[src/hw/rtl/assert_macros.svh]
// Assertion macros for the RTL files; only the decoder includes them.
// Depends on nothing; the checks drop out when SYNTHESIS is defined.
`ifndef ASSERT_MACROS_SVH
`define ASSERT_MACROS_SVH
`ifndef SYNTHESIS
// Same-cycle implication, checked outside reset.
`define ASSERT_IMPLIES(label, clk, rst, ante, cons) \
  label: assert property (@(posedge clk) disable iff (rst) (ante) |-> (cons)) \
    else $error("implication check failed");
// Next-cycle implication, checked outside reset.
`define ASSERT_NEXT(label, clk, rst, ante, cons) \
  label: assert property (@(posedge clk) disable iff (rst) (ante) |=> (cons)) \
    else $error("next-cycle check failed");
`else
`define ASSERT_IMPLIES(label, clk, rst, ante, cons)
`define ASSERT_NEXT(label, clk, rst, ante, cons)
`endif
`endif

[src/hw/rtl/hpack_pkg.sv]
// Package for the HPACK Huffman decoder: item types, status codes, FSM states
// and the canonical code tables worked out at elaboration. Depends on nothing.
package hpack_pkg;

  localparam int COUNT_BITS_DEF = 16;
  localparam int MAX_CODE_LEN   = 30;

  // End-of-string status codes.
  localparam logic [1:0] ST_OK        = 2'd0;
  localparam logic [1:0] ST_MALFORMED = 2'd1;
  localparam logic [1:0] ST_SHORT     = 2'd2;

  // Result kinds.
  localparam logic KIND_SYMBOL = 1'b0;
  localparam logic KIND_END    = 1'b1;

  typedef struct packed {
    logic [7:0] coded_byte;
    logic       final_byte;
  } in_t;

  typedef struct packed {
    logic        result_kind;
    logic [7:0]  decoded_byte;
    logic [1:0]  end_status;
    logic [15:0] decoded_count;
    logic        last_result;
  } out_t;

  typedef enum logic [1:0] {
    S_IDLE,
    S_BITS,
    S_FINISH
  } state_t;

  typedef int unsigned sym_int_arr_t [256];
  typedef logic [29:0] first_arr_t [32];
  typedef logic [8:0]  num_arr_t [32];
  typedef logic [7:0]  sym_arr_t [256];

  // Code values of the 256 octets, right aligned.
  localparam sym_int_arr_t CODE_VAL = '{
    'h1ff8,'h7fffd8,'hfffffe2,'hfffffe3,'hfffffe4,'hfffffe5,'hfffffe6,'hfffffe7,
    'hfffffe8,'hffffea,'h3ffffffc,'hfffffe9,'hfffffea,'h3ffffffd,'hfffffeb,'hfffffec,
    'hfffffed,'hfffffee,'hfffffef,'hffffff0,'hffffff1,'hffffff2,'h3ffffffe,'hffffff3,
    'hffffff4,'hffffff5,'hffffff6,'hffffff7,'hffffff8,'hffffff9,'hffffffa,'hffffffb,
    'h14,'h3f8,'h3f9,'hffa,'h1ff9,'h15,'hf8,'h7fa,'h3fa,'h3fb,'hf9,'h7fb,'hfa,'h16,'h17,'h18,
    'h0,'h1,'h2,'h19,'h1a,'h1b,'h1c,'h1d,'h1e,'h1f,'h5c,'hfb,'h7ffc,'h20,'hffb,'h3fc,
    'h1ffa,'h21,'h5d,'h5e,'h5f,'h60,'h61,'h62,'h63,'h64,'h65,'h66,'h67,'h68,'h69,'h6a,
    'h6b,'h6c,'h6d,'h6e,'h6f,'h70,'h71,'h72,'hfc,'h73,'hfd,'h1ffb,'h7fff0,'h1ffc,'h3ffc,'h22,
    'h7ffd,'h3,'h23,'h4,'h24,'h5,'h25,'h26,'h27,'h6,'h74,'h75,'h28,'h29,'h2a,'h7,
    'h2b,'h76,'h2c,'h8,'h9,'h2d,'h77,'h78,'h79,'h7a,'h7b,'h7ffe,'h7fc,'h3ffd,'h1ffd,'hffffffc,
    'hfffe6,'h3fffd2,'hfffe7,'hfffe8,'h3fffd3,'h3fffd4,'h3fffd5,'h7fffd9,
    'h3fffd6,'h7fffda,'h7fffdb,'h7fffdc,'h7fffdd,'h7fffde,'hffffeb,'h7fffdf,
    'hffffec,'hffffed,'h3fffd7,'h7fffe0,'hffffee,'h7fffe1,'h7fffe2,'h7fffe3,
    'h7fffe4,'h1fffdc,'h3fffd8,'h7fffe5,'h3fffd9,'h7fffe6,'h7fffe7,'hffffef,
    'h3fffda,'h1fffdd,'hfffe9,'h3fffdb,'h3fffdc,'h7fffe8,'h7fffe9,'h1fffde,
    'h7fffea,'h3fffdd,'h3fffde,'hfffff0,'h1fffdf,'h3fffdf,'h7fffeb,'h7fffec,
    'h1fffe0,'h1fffe1,'h3fffe0,'h1fffe2,'h7fffed,'h3fffe1,'h7fffee,'h7fffef,
    'hfffea,'h3fffe2,'h3fffe3,'h3fffe4,'h7ffff0,'h3fffe5,'h3fffe6,'h7ffff1,
    'h3ffffe0,'h3ffffe1,'hfffeb,'h7fff1,'h3fffe7,'h7ffff2,'h3fffe8,'h1ffffec,
    'h3ffffe2,'h3ffffe3,'h3ffffe4,'h7ffffde,'h7ffffdf,'h3ffffe5,'hfffff1,'h1ffffed,
    'h7fff2,'h1fffe3,'h3ffffe6,'h7ffffe0,'h7ffffe1,'h3ffffe7,'h7ffffe2,'hfffff2,
    'h1fffe4,'h1fffe5,'h3ffffe8,'h3ffffe9,'hffffffd,'h7ffffe3,'h7ffffe4,'h7ffffe5,
    'hfffec,'hfffff3,'hfffed,'h1fffe6,'h3fffe9,'h1fffe7,'h1fffe8,'h7ffff3,
    'h3fffea,'h3fffeb,'h1ffffee,'h1ffffef,'hfffff4,'hfffff5,'h3ffffea,'h7ffff4,
    'h3ffffeb,'h7ffffe6,'h3ffffec,'h3ffffed,'h7ffffe7,'h7ffffe8,'h7ffffe9,'h7ffffea,
    'h7ffffeb,'hffffffe,'h7ffffec,'h7ffffed,'h7ffffee,'h7ffffef,'h7fffff0,'h3ffffee
  };

  // Code lengths of the 256 octets.
  localparam sym_int_arr_t CODE_LEN = '{
    13,23,28,28,28,28,28,28,28,24,30,28,28,30,28,28,
    28,28,28,28,28,28,30,28,28,28,28,28,28,28,28,28,
    6,10,10,12,13,6,8,11,10,10,8,11,8,6,6,6,
    5,5,5,6,6,6,6,6,6,6,7,8,15,6,12,10,
    13,6,7,7,7,7,7,7,7,7,7,7,7,7,7,7,
    7,7,7,7,7,7,7,7,8,7,8,13,19,13,14,6,
    15,5,6,5,6,5,6,6,6,5,7,7,6,6,6,5,
    6,7,6,5,5,6,7,7,7,7,7,15,11,14,13,28,
    20,22,20,20,22,22,22,23,22,23,23,23,23,23,24,23,
    24,24,22,23,24,23,23,23,23,21,22,23,22,23,23,24,
    22,21,20,22,22,23,23,21,23,22,22,24,21,22,23,23,
    21,21,22,21,23,22,23,23,20,22,22,22,23,22,22,23,
    26,26,20,19,22,23,22,25,26,26,26,27,27,26,24,25,
    19,21,26,27,27,26,27,24,21,21,26,26,28,27,27,27,
    20,24,20,21,22,21,21,23,22,22,25,25,24,24,26,23,
    26,27,26,26,27,27,27,27,27,28,27,27,27,27,27,26
  };

  // Smallest code of each length; zero where a length has no codes.
  function automatic first_arr_t calc_first();
    first_arr_t  f;
    int unsigned best;
    for (int l = 0; l < 32; l++) begin
      best = 32'hffff_ffff;
      for (int s = 0; s < 256; s++) begin
        if (CODE_LEN[s] == l && CODE_VAL[s] < best) best = CODE_VAL[s];
      end
      f[l] = (best == 32'hffff_ffff) ? 30'd0 : best[29:0];
    end
    return f;
  endfunction

  // Number of codes of each length.
  function automatic num_arr_t calc_count();
    num_arr_t c;
    int       n;
    for (int l = 0; l < 32; l++) begin
      n = 0;
      for (int s = 0; s < 256; s++) begin
        if (CODE_LEN[s] == l) n++;
      end
      c[l] = 9'(n);
    end
    return c;
  endfunction

  // Position in the sorted symbol list of the first code of each length.
  function automatic num_arr_t calc_offset();
    num_arr_t o;
    num_arr_t c;
    int       run;
    c   = calc_count();
    run = 0;
    for (int l = 0; l < 32; l++) begin
      o[l] = 9'(run);
      run  = run + int'(c[l]);
    end
    return o;
  endfunction

  // Octets ordered by length, then by code value.
  function automatic sym_arr_t calc_sorted();
    sym_arr_t   t;
    first_arr_t f;
    num_arr_t   o;
    int         idx;
    f = calc_first();
    o = calc_offset();
    for (int s = 0; s < 256; s++) begin
      idx = int'(o[CODE_LEN[s]]) + int'(CODE_VAL[s]) - int'(f[CODE_LEN[s]]);
      t[idx[7:0]] = 8'(s);
    end
    return t;
  endfunction

  localparam first_arr_t CODE_FIRST  = calc_first();
  localparam num_arr_t   CODE_COUNT  = calc_count();
  localparam num_arr_t   CODE_OFFSET = calc_offset();
  localparam sym_arr_t   CODE_SYM    = calc_sorted();

endpackage

[src/hw/rtl/hpack_huffman_decoder.sv]
// HPACK Huffman string decoder, bit-serial canonical code walk.
// Depends on hpack_pkg and assert_macros.svh.
//
//  channel | direction | handshake           | payload
//  in      | input     | in_valid / in_stall | in_data   (coded_byte, final_byte)
//  out     | output    | out_valid/out_stall | out_data  (symbol or end-of-string item)
//  cfg     | input     | cfg_we              | cfg_data  (output_limit)
//
// An item is loaded in S_IDLE and then walked in eight bit steps in S_BITS; a final
// byte adds an S_FINISH step for the end-of-string item.
// The shift register of the coded byte advances one bit per cycle through the
// length/first-code compare; a step waits while the output register is full and stalled.
// Reset is synchronous and clears the string state and sets output_limit to 65535.
module hpack_huffman_decoder
  import hpack_pkg::*;
#(
  parameter int COUNT_BITS = COUNT_BITS_DEF
) (
  input  logic        clk,
  input  logic        rst,
  input  logic        in_valid,
  output logic        in_stall,
  input  in_t         in_data,
  output logic        out_valid,
  input  logic        out_stall,
  output out_t        out_data,
  input  logic        cfg_we,
  input  logic [15:0] cfg_data
);
`include "assert_macros.svh"

  state_t                  state, state_next;
  logic [15:0]             output_limit;
  logic [7:0]              shift, shift_next;
  logic [2:0]              bit_cnt, bit_cnt_next;
  logic                    fin, fin_next;
  logic [29:0]             code, code_next;
  logic [4:0]              code_len, code_len_next;
  logic [1:0]              err, err_next;
  logic [COUNT_BITS-1:0]   count, count_next;
  logic                    emit;
  out_t                    emit_data;
  logic                    slot_free;

  // Decode datapath signals.
  logic [29:0]             ncode;
  logic [4:0]              nlen;
  logic [29:0]             diff;
  logic                    hit;
  logic [7:0]              sym;
  logic                    at_limit;
  logic [COUNT_BITS+15:0]  cnt_w, lim_w;
  logic [7:0]              ones;
  logic [1:0]              end_status;

  assign slot_free = !out_valid || !out_stall;
  assign in_stall  = (state != S_IDLE);

  // One-bit extension of the current code and its table lookup.
  assign ncode    = {code[28:0], shift[7]};
  assign nlen     = code_len + 5'd1;
  assign diff     = ncode - CODE_FIRST[nlen];
  assign hit      = diff < {21'd0, CODE_COUNT[nlen]};
  assign sym      = CODE_SYM[CODE_OFFSET[nlen][7:0] + diff[7:0]];
  assign cnt_w    = {16'd0, count};
  assign lim_w    = {{COUNT_BITS{1'b0}}, output_limit};
  assign at_limit = (cnt_w >= lim_w) || (count == {COUNT_BITS{1'b1}});

  // Padding must be at most seven bits, all ones.
  assign ones = 8'((9'd1 << code_len[2:0]) - 9'd1);
  always_comb begin
    if (err != ST_OK) begin
      end_status = err;
    end else if (code_len > 5'd7 || code[7:0] != ones) begin
      end_status = ST_MALFORMED;
    end else begin
      end_status = ST_OK;
    end
  end

  // Next state and datapath updates.
  always_comb begin
    state_next    = state;
    shift_next    = shift;
    bit_cnt_next  = bit_cnt;
    fin_next      = fin;
    code_next     = code;
    code_len_next = code_len;
    err_next      = err;
    count_next    = count;
    emit          = 1'b0;
    emit_data     = '0;
    unique case (state)
      S_IDLE: begin
        if (in_valid) begin
          shift_next   = in_data.coded_byte;
          fin_next     = in_data.final_byte;
          bit_cnt_next = 3'd0;
          state_next   = S_BITS;
        end
      end
      S_BITS: begin
        if (slot_free) begin
          if (err == ST_OK) begin
            if (hit) begin
              if (at_limit) begin
                err_next = ST_SHORT;
              end else begin
                emit                   = 1'b1;
                emit_data.result_kind  = KIND_SYMBOL;
                emit_data.decoded_byte = sym;
                count_next             = count + {{(COUNT_BITS-1){1'b0}}, 1'b1};
                code_next              = '0;
                code_len_next          = '0;
              end
            end else if (nlen == 5'(MAX_CODE_LEN)) begin
              // The all-ones path of full length has no symbol.
              err_next = ST_MALFORMED;
            end else begin
              code_next     = ncode;
              code_len_next = nlen;
            end
          end
          shift_next   = {shift[6:0], 1'b0};
          bit_cnt_next = bit_cnt + 3'd1;
          if (bit_cnt == 3'd7) begin
            state_next = fin ? S_FINISH : S_IDLE;
          end
        end
      end
      S_FINISH: begin
        if (slot_free) begin
          emit                    = 1'b1;
          emit_data.result_kind   = KIND_END;
          emit_data.end_status    = end_status;
          emit_data.decoded_count = cnt_w[15:0];
          emit_data.last_result   = 1'b1;
          code_next               = '0;
          code_len_next           = '0;
          err_next                = ST_OK;
          count_next              = '0;
          state_next              = S_IDLE;
        end
      end
      default: state_next = S_IDLE;
    endcase
  end

  // State register.
  always_ff @(posedge clk) begin
    if (rst) begin
      state <= S_IDLE;
    end else begin
      state <= state_next;
    end
  end

  // String state and configuration register.
  always_ff @(posedge clk) begin
    if (rst) begin
      code         <= '0;
      code_len     <= '0;
      err          <= ST_OK;
      count        <= '0;
      output_limit <= 16'hffff;
      out_valid    <= 1'b0;
    end else begin
      code     <= code_next;
      code_len <= code_len_next;
      err      <= err_next;
      count    <= count_next;
      if (cfg_we) begin
        output_limit <= cfg_data;
      end
      if (slot_free) begin
        out_valid <= emit;
      end
    end
  end

  // Payload registers.
  always_ff @(posedge clk) begin
    shift   <= shift_next;
    bit_cnt <= bit_cnt_next;
    fin     <= fin_next;
    if (emit) begin
      out_data <= emit_data;
    end
  end

  // Checks on the control logic.
  `ASSERT_IMPLIES(a_accept_idle, clk, rst, in_valid && !in_stall, state == S_IDLE)
  `ASSERT_IMPLIES(a_len_range, clk, rst, 1'b1, code_len < 5'(MAX_CODE_LEN))
  `ASSERT_NEXT(a_end_clears, clk, rst, state == S_FINISH && slot_free,
               code_len == 5'd0 && err == ST_OK && state == S_IDLE)
  `ASSERT_IMPLIES(a_emit_slot, clk, rst, emit, slot_free)

endmodule

[config.mk]
export PLATFORM = sky130hd
export DESIGN_NAME = hpack_huffman_decoder
export DESIGN_NICKNAME = d
export VERILOG_FILES = /design/src/hw/rtl/hpack_pkg.sv /design/src/hw/rtl/hpack_huffman_decoder.sv
export VERILOG_INCLUDE_DIRS = /design/src /design/src/hw/rtl
export SDC_FILE = /design/constraint.sdc
export NUM_CORES = 1
export LEC_CHECK = 0
export ABC_CLOCK_PERIOD_IN_PS = 8400
export BUFFER_PORTS_ARGS = -buffer_cell sky130_fd_sc_hd__buf_4
export CORE_ASPECT_RATIO = 1.75
export CORE_UTILIZATION = 40
export CTS_CLUSTER_DIAMETER = 80
export CTS_CLUSTER_SIZE = 16
export DETAILED_ROUTE_END_ITERATION = 7
export PLACE_DENSITY_LB_ADDON = 0.3
export SYNTH_ARGS = -nofsm -noshare
export SYNTH_HDL_FRONTEND = slang
export SYNTH_SLANG_ARGS = --single-unit
[constraint.sdc]
create_clock -name clk -period 8.4 [get_ports clk]
set_clock_uncertainty 0.2 [all_clocks]
set_input_delay 1.68 -clock clk [delete_from_list [all_inputs] [get_ports clk]]
set_output_delay 1.68 -clock clk [all_outputs]
set_load 0.01 [all_outputs]
==> metrics list, run 1 <==
- The longest clock path from root to sink contains 2 buffers.
- Among all flip-flop cells after synthesis, the most frequent one is dfxtp_1.
- Wires add up to 40680 µm.
- Leak: between 0.005 and 0.006 µW
- Largest cells by area after synthesis: dfxtp_1 (12%), edfxtp_1 (10%), ha_1 (9.6%), a21oi_1 (5.8%), nand2_1 (5.5%)
- Sequential cells were found to cover 22.68% of the synthesized design area.
- Detail Placement HPWL: between 20000 and 30000 µm
* Quantity of I/O buffers inserted on ports: 59
* Inserted Clock Buffers: 9
- Post-cts gate resize count: 0
- For this run, the total global-route usage over all layers was measured as 28.72%.
- Pin count of the biggest net entering global routing: 58
* Critical path capture point type: register
* Height of the chip: 225.6 µm
* Min cycle time layout: 7.575 ns
- Overall overflow remaining after global route: 0
* Avg Synthesized Cell Area: about 7.8 µm²
* TritonCTS clock tree: yes
* Design Area, Final: 12260 µm²
* Post-synth EDFFs: 39
- The synthesized design contains 110 register bits.
- The area growth from synthesis to layout is 7.270%.
- STA puts the critical path data arrival time at 7.59 ns.
- Along the worst path, the maximum fanout reaches 36.
* Share of layout cells above drive strength 1: 11.09%
- Clock network latency to the later pin of the worst-skew pair: 0.36 ns
- Final weighted congestion in routability-driven placement: roughly 1
- Counting instances in the post-synthesis netlist gives the leading cell types as nand2_1 (168), a21oi_1 (132), o21ai_0 (105).
- Number of antenna violations at the first check in global routing: 3
* Count of antenna-violating nets left after detailed routing: 0
- For this run, the share of the core covered by cells in the final layout is 43.83%.
- Final worst setup slack: 0.8254 ns
- Syn. warnings: 0
- After clock tree synthesis, the clock-pin slew on the worst setup and hold paths is roughly 0.08 ns.
* Tcrit/Tclk final: 90.17%
* Standard cell core area: approximately 28000 µm²
- The first global-routing pass estimated ~64000 µm of wire.
- Summed over all failing endpoints, the final setup total negative slack is 0 ns.
* Run status: finished clean
* Count of max-cap constraint violations: 0
- In the final design database the tool counted 1567 nets.
- Proportion of register bits with asynchronous set or reset after synthesis: 0%
- Via density per instance: 6.413
* Worst setup path class: register to register
* Setup repair after global routing missed its margin: no
* CTS hold repair buffers: 0
- STA classifies the critical path startpoint as a register.
- The floorplan has 81 rows.
- Number of remaining DRC errors: 0
- The detailed router finished its first iteration with around 1100 violations.
- Detailed-route via count: 11710
- nand2_1 is the most common cell in the netlist.
- Number of instances in the synthesized netlist: 1471
- The worst pin sits at a relative slew slack of 24.39%.
* Initial Utilization: 40.86%
* Max-slew violation count: 0
- STA puts the critical path data required time at 8.42 ns.
* Synth Cell Area: 11430 µm²
* Clk sink count: 110
* Level count of the clock H-tree: 3
- Synthesis produced a netlist with a net count of about 1600.
- 60 I/O pins were placed.
- The biggest area contributor in the post-synthesis netlist is dfxtp_1.
- After synthesis, the largest area contributor takes up between 10% and 20% of total cell area.
* Total power after layout: between 2000 and 2500 µW
* Die width: 129.8 µm
- Drt wl/cell: 22.28 µm
* Type of the worst min-delay path: register to register
* Slew @ Worst Pin: 1.120 ns
* Maximum frequency from static timing analysis: 0.1320 GHz
* Distinct cell type count of the synthesized netlist: 103
* Worst ir drop on vdd: 0.0001089 V
- Post-Place Worst Slack: between 1 and 1.5 ns
- After detailed placement, the total cell area comes to 11960 µm².
- The number of global-route vias before repair was 11320.
* Die area: 29280 µm²
- Post-CTS repair timing setup buffer count: 0
- Setup violations remaining at the end of the flow were counted as 0.
- Hold violation total from the final report: 0
- In this run the power density over the cells is 189.7 nW/µm².
- The first detailed-routing pass took 6 iterations.
- CTS placed an instance of clkbuf_16 at the clock tree root.
-- sequential cells by signal, summed over array words and instances, names as in the netlist --
signal and cells:
out_valid 1, code_len 5, shift 8, err 2, output_limit 16, state 2
bit_cnt 3, fin 1, count 16, out_data 27, code 29
-- final cells by class --
type                            count  area (µm²)
Tap cell                          373       466.7
Inverter                           55       206.4
Multi-Input combinational cell   1182        7993
Antenna cell                        1       2.502
Timing Repair Buffer               89       705.7
Clock inverter                      7       67.56
Fill cell                        2902       15710
Sequential cell                   110        2592
Clock buffer                        9       225.2
-- path summary, 6_finish.rpt --
| kind | start | to | slack [ns] | cells past startpoint |
|---|---|---|---|---|
| worst min register to register | code[23]$_SDFFE_PP0P_ | code[23]$_SDFFE_PP0P_ | 0.28 | 2 |
| worst min-delay path | code[23]$_SDFFE_PP0P_ | code[23]$_SDFFE_PP0P_ | 0.28 | 2 |
| worst max-delay path | code_len[0]$_SDFFE_PP0P_ | out_data[19]$_SDFFCE_PP0P_ | 0.83 | 18 |
| worst max register to register | code_len[0]$_SDFFE_PP0P_ | out_data[19]$_SDFFCE_PP0P_ | 0.83 | 18 |
-- layer usage --
metal | routed length, µm | share of wire, % | track usage [%]
met1 | 14430 | 35 | 30.40
met4 | 3918 | 9.6 | 24.08
met5 | 14 | 0.034 | 0
met2 | 19910 | 49 | 48.49
met3 | 2402 | 5.9 | 5.615
-- stage by stage --
stage                     hold slack [ns]  cells
after floorplan                    0.2473   1471
after global placement             0.2578   1809
after detailed placement           0.2713   1809
after CTS                          0.2828   1825
after global routing               0.2997   1825
final                              0.2772   1826
-- cells by family after synthesis --
logic type	after synthesis	share of synthesized area (%)
xor+xnor	30	2.365
simple gates	492	21.14
flops	110	22.68
fa+ha+maj	91	10.07
compound gates	512	29.80
mux	57	6.011
buf+inv	179	7.926
-- worst max-delay path: stages, from the launching register on --
cell and delay [ns]:
dfxtp_1 0.82, clkinv_1 0.54, ha_1 0.62, nor2b_1 0.34, a21oi_1 0.30, o21ai_0 0.11, a221oi_1 0.76, a21oi_1 0.18
ha_1 0.40, nor2b_1 0.15, o21ai_0 0.19, a21boi_0 0.22, or2_2 0.64, a211oi_1 0.34, a211oi_1 0.07, a211oi_1 0.77
a31oi_1 0.14, mux4_2 0.53, nor2_1 0.10
-- cells in the final DEF, fill, tap and decap left out, types with 6 or more instances in the layout --
cell type	count
nand4_1	14
o211ai_1	50
edfxtp_1	39
and3_1	40
nor2_1	99
ha_1	88
buf_4	86
nor4_1	7
o22ai_1	14
and2_1	8
nand2b_1	14
a31oi_1	22
o21bai_1	6
nand3_1	50
nand2_1	168
mux2i_1	39
a211o_1	6
dfxtp_1	71
nor3_1	30
o311ai_0	11
a21o_1	19
nor3b_1	19
a311oi_1	10
o21a_1	9
a211oi_1	26
o221ai_1	9
o21ai_0	105
a21oi_1	131
inv_1	52
a221oi_1	13
xnor2_1	16
clkbuf_16	9
a32o_1	14
mux4_2	7
xor2_1	7
a2111oi_0	6
mux2_2	7
nor2b_1	8
-- power breakdown --
part | internal, µW | switching (µW) | total, µW
sequential | 614 | 42.5 | 657
combinational | 446 | 801 | 1250
clock | 208 | 214 | 422
total | 1270 | 1060 | 2330
Note: power is estimated with default switching activity, not from simulation.
==> run 2, diff against run 1 <==
--- a/config.mk
+++ b/config.mk
@@ -6,6 +6,7 @@
 export SDC_FILE = /design/constraint.sdc
 export NUM_CORES = 1
 export LEC_CHECK = 0
+export ABC_AREA = 1
 export ABC_CLOCK_PERIOD_IN_PS = 8400
 export BUFFER_PORTS_ARGS = -buffer_cell sky130_fd_sc_hd__buf_4
 export CORE_ASPECT_RATIO = 1.75
==> metrics list, run 2 <==
- Setup repair after global routing missed its margin: no (unchanged).
- The placer's final routability congestion estimate came to 1.032 (was 0.9988).
- Dominant cell by count in the synthesized netlist: nand2_1 (unchanged)
* Initial Utilization: 40.71% (was 40.86%)
- The TritonCTS sink count came to 110 (unchanged).
* Worst setup path class: register to register (unchanged)
- Most frequent standard cell in the layout excluding fill and tap cells: nand2_1 (unchanged)
* Flip-flop count of the largest register, all copies and words added: 29 (unchanged)
* Nets@finish: 2047 (was 1567)
* Standard cell core area: 28730 µm² (was 27970 µm²)
* Highest fanout seen on the critical path: 27 (was 36)
- The die area was 29950 µm² (was 29280 µm²).
- The cell count after synthesis is 1913 (was 1471).
- Worst path required time: 8.20 ns (was 8.42 ns)
- The total of endpoints with negative setup slack in the final report came to 0 (unchanged).
- The number of global-route vias before repair is 12550 (was 11320).
- The post-CTS resize count is 0 (unchanged).
- The detailed-router iteration count before antenna repair is 5 (was 6).
* DRT iter0 DRCs: 841 (was 1144)
- The height of the die was 228.2 µm (was 225.6 µm).
- The synthesized area per cell came to 6.113 µm² (was 7.769 µm²).
* Type of the worst min-delay path: register to register (unchanged)
- Tcrit/Tclk final: 84.97% (was 90.17%)
- The portion of synthesized cell area occupied by the leading cell type is 15.44% (was 12.44%).
- The remaining global-route overflow was 0 (unchanged).
- Share of layout cells above drive strength 1: 10.04% (was 11.09%)
* Critical path capture point type: register (unchanged)
- The upper clock frequency limit was 0.1401 GHz (was 0.1320 GHz).
* Register area share after synthesis: 22.17% (was 22.68%)
* Count of max-cap constraint violations: 0 (unchanged)
- The slowest library cell on the worst path is inv_1 (was dfxtp_1).
- Number of standard-cell rows in the floorplan: 82 (was 81)
* Crit path top cell by count: nand2_1 (was a211oi_1)
- The hold violation count in the final report is 0 (unchanged).
* Number of nets in the synthesized netlist: 2033 (was 1591)
* GRT Total Usage: 30.27% (was 28.72%)
* Detailed-route via count: 12820 (was 11710)
* Post-synth EDFFs: 39 (unchanged)
- Clock network latency to the later pin of the worst-skew pair: 0.38 ns (was 0.36 ns)
- Arrival @ worst endpoint: 6.94 ns (was 7.59 ns)
* Largest registers: code: 29 flops, out_data: 27 flops (unchanged)
- Via density per instance: 5.549 (was 6.413)
- Prevailing post-synth register cell: dfxtp_1 (unchanged)
- The number of placed I/O pins is 60 (unchanged).
- The actual slew at the worst max-slew pin was 1.190 ns (was 1.120 ns).
- Worst rel slew slack: 20.56% (was 24.39%)
* Drt wl/cell: 19.47 µm (was 22.28 µm)
- The number of buffers between clock root and the deepest sink was 2 (unchanged).
* Syn. warnings: 0 (unchanged)
- The highest cell delay on the worst timing path came to 0.87 ns (was 0.82 ns).
- The post-CTS setup buffer count is 0 (unchanged).
- Detail Placement HPWL: 34820 µm (was 29970 µm)
- Sum Neg Setup Slack: 0 ns (unchanged)
- The horizontal die dimension is 131.3 µm (was 129.8 µm).
- Pin count of the biggest net entering global routing: 53 (was 58)
- Number of remaining DRC errors: 0 (unchanged)
- Largest cells by area after synthesis: nand2_1 (15%), dfxtp_1 (12%), edfxtp_1 (10%), ha_1 (9.4%), inv_1 (8.9%) (was dfxtp_1 (12%), edfxtp_1 (10%), ha_1 (9.6%), a21oi_1 (5.8%), nand2_1 (5.5%)).
- Commonest non-fill, non-tap cells in the layout: nand2_1 (481), inv_1 (276), nor2_1 (259) (was nand2_1 (168), a21oi_1 (131), o21ai_0 (105)).
* Routed wire length: 45000 µm (was 40680 µm)
- Top cells by instance count after synthesis: nand2_1 (481), inv_1 (276), nor2_1 (259) (was nand2_1 (168), a21oi_1 (132), o21ai_0 (105))
* Synth Cell Area: 11690 µm² (was 11430 µm²)
- The number of max-slew violations in the final report came to 0 (unchanged).
* Proportion of register bits with asynchronous set or reset after synthesis: 0% (unchanged)
- Run status: finished clean (unchanged)
- Total of flip-flops plus latches after synthesis: 110 (unchanged)
- The most area-hungry cell type in the Yosys netlist is nand2_1 (was dfxtp_1).
* TritonCTS clock tree: yes (unchanged)
- The global-route wire length before repair was 69190 µm (was 64250 µm).
- The TritonCTS buffer count is 9 (unchanged).
- The final period demand of the worst path came to 7.137 ns (was 7.575 ns).
- The number of nets with antenna violations after routing was 0 (unchanged).
- Clock tree root driver cell: clkbuf_16 (unchanged)
* Growth of design area from synthesis to finish: 8.581% (was 7.270%)
- Quantity of I/O buffers inserted on ports: 59 (unchanged)
- Largest Register: code (unchanged)
* CTS hold repair buffers: 0 (unchanged)
- Level count of the clock H-tree: 3 (unchanged)
* Number of antenna violations at the first check in global routing: 2 (was 3)
- The number of different library cells in the post-synthesis netlist was 56 (was 103).
- The clock-pin slew reported for the worst setup and hold paths after clock tree synthesis came to 0.09 ns (was 0.08 ns).
- Kind of launch point of the worst setup path: register (unchanged)
==> run 2: cell types whose count changed after synthesis, sizes merged, moves of 23 or more <==
| cell | before | now |
|---|---|---|
| mux2i | 39 | 0 |
| nand3 | 50 | 146 |
| and3 | 42 | 2 |
| a211oi | 29 | 4 |
| clkbuf | 94 | 41 |
| inv | 53 | 282 |
| a21oi | 134 | 111 |
| nand2 | 169 | 495 |
| nor2 | 100 | 300 |
==> run 2: final cells by class <==
| cell class | instances | area, µm² |
|---|---|---|
| diodes | 1 | 2.502 |
| multi-input cells | 1443 | 7654 |
| repair buffers | 79 | 593.1 |
| inverters | 284 | 1066 |
| well taps | 378 | 473.0 |
| clock inverters | 7 | 91.34 |
| fillers | 3163 | 16030 |
| clock buffers | 9 | 225.2 |
| flip-flops and latches | 110 | 2592 |
==> run 2: worst max-delay path, delay by kind of cell (launching register included) <==
family | cells | cell delay, ns
XOR/XNOR | 1 | 0.18
flip-flops | 1 | 0.61
buffers and inverters | 4 | 1.26
AND/OR/NAND/NOR | 15 | 2.24
adder cells (fa/ha/maj) | 4 | 1.76
AO/OA/AOI/OAI | 2 | 0.52
==> run 2: kinds of logic after synthesis <==
logic type / share of synthesized area [%]
adders and majority gates: 9.758
AOI/OAI and AO/OA: 15.11
buffers and inverters: 12.42
and+or+nand+nor: 38.24
DFF: 22.17
xor gates and xnor gates: 2.300
==> run 2: metal layers <==
layer | GRT usage, % | wire length [µm]
met1 | 27.03 | 14790
met2 | 56.13 | 23220
met3 | 6.467 | 2531
met4 | 27.94 | 4433
met5 | 0 | 18
==> run 2: metrics by stage <==
| stage | instance area, µm² | setup WS [ns] | std cells | utilization, % | hold WS, ns |
|---|---|---|---|---|---|
| 3_3_place_gp | 12370 | 1.580 | 2293 | 43.06 | 0.2568 |
| 3_5_place_dp | 12370 | 1.400 | 2293 | 43.06 | 0.2620 |
| 2_1_floorplan | 11690 | 2.959 | 1913 | - | 0.2416 |
| 4_1_cts | 12690 | 1.375 | 2309 | 44.16 | 0.2729 |
| 6_report | 12700 | 1.263 | 2311 | 44.20 | 0.2682 |
| 5_1_grt | 12690 | 0.8207 | 2310 | 44.19 | 0.2914 |
==> run 2: final timing paths <==
kind | start | end | slack, ns | cells after the start
worst max-delay path | code_len[0]$_SDFFE_PP0P_ | out_data[9]$_SDFFCE_PN0P_ | 1.26 | 26
worst min register to register | output_limit[2]$_SDFFE_PP1P_ | output_limit[2]$_SDFFE_PP1P_ | 0.27 | 2
worst min-delay path | output_limit[2]$_SDFFE_PP1P_ | output_limit[2]$_SDFFE_PP1P_ | 0.27 | 2
worst max register to register | code_len[0]$_SDFFE_PP0P_ | out_data[9]$_SDFFCE_PN0P_ | 1.26 | 26
Power of run 2 is not shown: default switching activity piles up to over one toggle a cycle in this logic, so the estimate is an artifact.
==> run 3, diff against run 2 <==
--- a/config.mk
+++ b/config.mk
@@ -7,7 +7,7 @@
 export NUM_CORES = 1
 export LEC_CHECK = 0
 export ABC_AREA = 1
-export ABC_CLOCK_PERIOD_IN_PS = 8400
+export ABC_CLOCK_PERIOD_IN_PS = 5900
 export BUFFER_PORTS_ARGS = -buffer_cell sky130_fd_sc_hd__buf_4
 export CORE_ASPECT_RATIO = 1.75
 export CORE_UTILIZATION = 40
==> constraint.sdc (replaced) <==
create_clock -name clk -period 5.9 [get_ports clk]
set_clock_uncertainty 0.2 [all_clocks]
set_input_delay 1.18 -clock clk [delete_from_list [all_inputs] [get_ports clk]]
set_output_delay 1.18 -clock clk [all_outputs]
set_load 0.01 [all_outputs]
==> metrics list, run 3 (synthesis results as in run 2) <==
* Clock-pin slew on the worst setup and hold paths: 0.08 ns (was 0.09 ns)
- The post-detailed-routing wire length was 50980 µm (was 45000 µm).
- Clock buffer depth: 2 (unchanged)
* Pin count of the biggest net entering global routing: 49 (was 53)
- The number of nets with antenna violations after routing was 0 (unchanged).
- Kind of cell adding the most delay to the critical path: simple AND/OR/NAND/NOR gates (unchanged)
- Number of search-and-repair iterations in the first detailed-routing pass: 7 (was 5)
- Maximum frequency from static timing analysis: 0.1814 GHz (was 0.1401 GHz)
* Layer with the highest usage after global routing: met2 (unchanged)
* Hold violation total from the final report: 0 (unchanged)
* Flip-flop count of the largest register, all copies and words added: 29 (unchanged)
* Worst rel slew slack: 38.35% (was 20.56%)
- Slew @ Worst Pin: 0.9168 ns (was 1.190 ns)
- Worst Path Buf+Inv: 5 (was 4)
- I/O pin count: 60 (unchanged)
- The required time of the critical path is 5.84 ns (was 8.20 ns).
- Crit path cell chain: buf_4 > inv_1 > ha_1 > inv_1 > nor2_1 > nor2_4 > o21ai_0 > nand2_1 > ha_1 > or2_1 > and2_4 > xor2_1 > ha_1 > nand3b_1 > nand2_1 > buf_4 > nand2_1 > inv_1 > nand3_2 > o211ai_1 > o2111ai_4 > o21ai_0 > nor2_1
* Count of max-cap constraint violations: 0 (unchanged)
* Standard cell core area: 28730 µm² (unchanged)
- The average wire length per cell after detail routing was 21.21 µm (was 19.47 µm).
- The total DRC errors in the routed layout was 2 (was 0).
- Global routing met3 resource utilization: 11.04% (was 6.467%)
- Failing checks: DRC
- The layout overhead on the synthesized area was 15.74% (was 8.581%).
* Clock tree root driver cell: clkbuf_16 (unchanged)
* Clock network latency to the later pin of the worst-skew pair: 0.39 ns (was 0.38 ns)
- The initial cell density of the core was 40.71% (unchanged).
* Min cycle time layout: 5.513 ns (was 7.137 ns)
- Placed Instance Area: 13150 µm² (was 12370 µm²)
- The total number of vias was 13270 (was 12820).
- Run status: complete, but fails checks (was finished clean)
- Largest registers: code: 29 flops, out_data: 27 flops (unchanged).
* Height of the chip: 228.2 µm (unchanged)
* Nets@finish: 2137 (was 2047)
- The clock tree from TritonCTS is yes (unchanged).
- Clk sink count: 110 (unchanged)
* Post-CTS repair timing setup buffer count: 0 (unchanged)
- Detail Placement HPWL: 39980 µm (was 34820 µm)
* Overall overflow remaining after global route: 0 (unchanged)
- Design Area, Final: 13530 µm² (was 12700 µm²)
- The slowest library cell on the worst path was ha_1 (was inv_1).
* Die width: 131.3 µm (unchanged)
* Kind of launch point of the worst setup path: register (unchanged)
* Tcrit/Tclk final: 93.44% (was 84.97%)
- GR met2 Demand/Resource: 63.95% (was 56.13%)
* Quantity of I/O buffers inserted on ports: 59 (unchanged)
- Type of the worst min-delay path: register to register (unchanged)
- Die area: 29950 µm² (unchanged)
- The number of vias per cell after detailed routing is 5.523 (was 5.549).
- The count of standard-cell rows was 82 (unchanged).
- The met1 track demand over resource in global routing is 27.54% (was 27.03%).
* GRT Total Usage: 34.69% (was 30.27%)
- The data arrival time of the critical path came to 5.45 ns (was 6.94 ns).
- The highest cell delay on the worst timing path came to 0.37 ns (was 0.87 ns).
* Max-slew violation count: 0 (unchanged)
- DRT iter0 DRCs: 700 (was 841)
* Share of layout cells above drive strength 1: 14.39% (was 10.04%)
- The nature of the critical path endpoint is a register (unchanged).
- The total number of H-tree levels was 3 (unchanged).
- Setup repair after global routing missed its margin: no (unchanged).
- Highest fanout seen on the critical path: 10 (was 27)
- Final weighted congestion in routability-driven placement: 1.097 (was 1.032)
* Commonest non-fill, non-tap cells in the layout: nand2_1 (481), inv_1 (275), nor2_1 (258) (was nand2_1 (481), inv_1 (276), nor2_1 (259))
- First-pass GRT wire length: 77420 µm (was 69190 µm)
- The final-layout setup total negative slack came to 0 ns (unchanged).
* Final setup viols: 0 (unchanged)
- The core occupancy in the finished layout is 47.11% (was 44.20%).
* Number of global-route vias before repair: 13500 (was 12550)
- The register ranked first by flip-flop count is code (unchanged).
* Inserted Clock Buffers: 9 (unchanged)
* Number of antenna violations at the first check in global routing: 5 (was 2)
- The commonest non-fill, non-tap cell in the layout was nand2_1 (unchanged).
* Worst setup path class: register to register (unchanged)
==> run 3: metal layers <==
metal  wire [µm]  up-vias
met5          23        -
met4        5942        4
met3        3170      264
met2       26350      506
met1       15500     6082
li1            -     6416
==> run 3: path summary, 6_finish.rpt <==
check | start | end | slack (ns) | cells after the start
min reg2reg | output_limit[10]$_SDFFE_PP1P_ | output_limit[10]$_SDFFE_PP1P_ | 0.27 | 2
min | output_limit[10]$_SDFFE_PP1P_ | output_limit[10]$_SDFFE_PP1P_ | 0.27 | 2
max reg2reg | code_len[0]$_SDFFE_PP0P_ | out_data[25]$_SDFFCE_PP0P_ | 0.39 | 23
max | code_len[0]$_SDFFE_PP0P_ | out_data[25]$_SDFFCE_PP0P_ | 0.39 | 23
==> run 3: worst register-to-register path, delay by kind of cell, from the launching register on <==
kind,cells,cell delay (ns)
buffers and inverters,5,0.92
AND/OR/NAND/NOR,10,1.74
XOR/XNOR,1,0.17
flip-flops,1,0.32
adder cells (fa/ha/maj),3,1.01
AO/OA/AOI/OAI,4,0.91
==> run 3: per-stage QoR <==
| step | cells | setup slack (ns) | hold slack, ns |
|---|---|---|---|
| floorplan | 1913 | 0.4594 | 0.2416 |
| global placement | 2384 | 0.4680 | 0.2549 |
| detailed placement | 2384 | 0.4319 | 0.2628 |
| CTS | 2400 | 0.4325 | 0.2769 |
| global route | 2402 | 0.1023 | 0.2971 |
| finish | 2403 | 0.3873 | 0.2697 |
==> run 3: timing repair <==
| item | CTS | global route |
|---|---|---|
| resized for setup | 0 | 8 |
| hold buffers | 0 | 0 |
| endpoints found under the setup margin | 0 | 79 |
| endpoints found under the hold margin | 0 | 0 |
==> run 3: cell type report <==
cell class	instances	area (µm²)
multi-input cells	1443	7687
well taps	378	473.0
repair buffers	169	1369
clock buffers	9	225.2
diodes	3	7.507
fillers	3119	15190
flip-flops and latches	110	2594
clock inverters	7	112.6
inverters	284	1066
Power of run 3 is left out for the same reason.
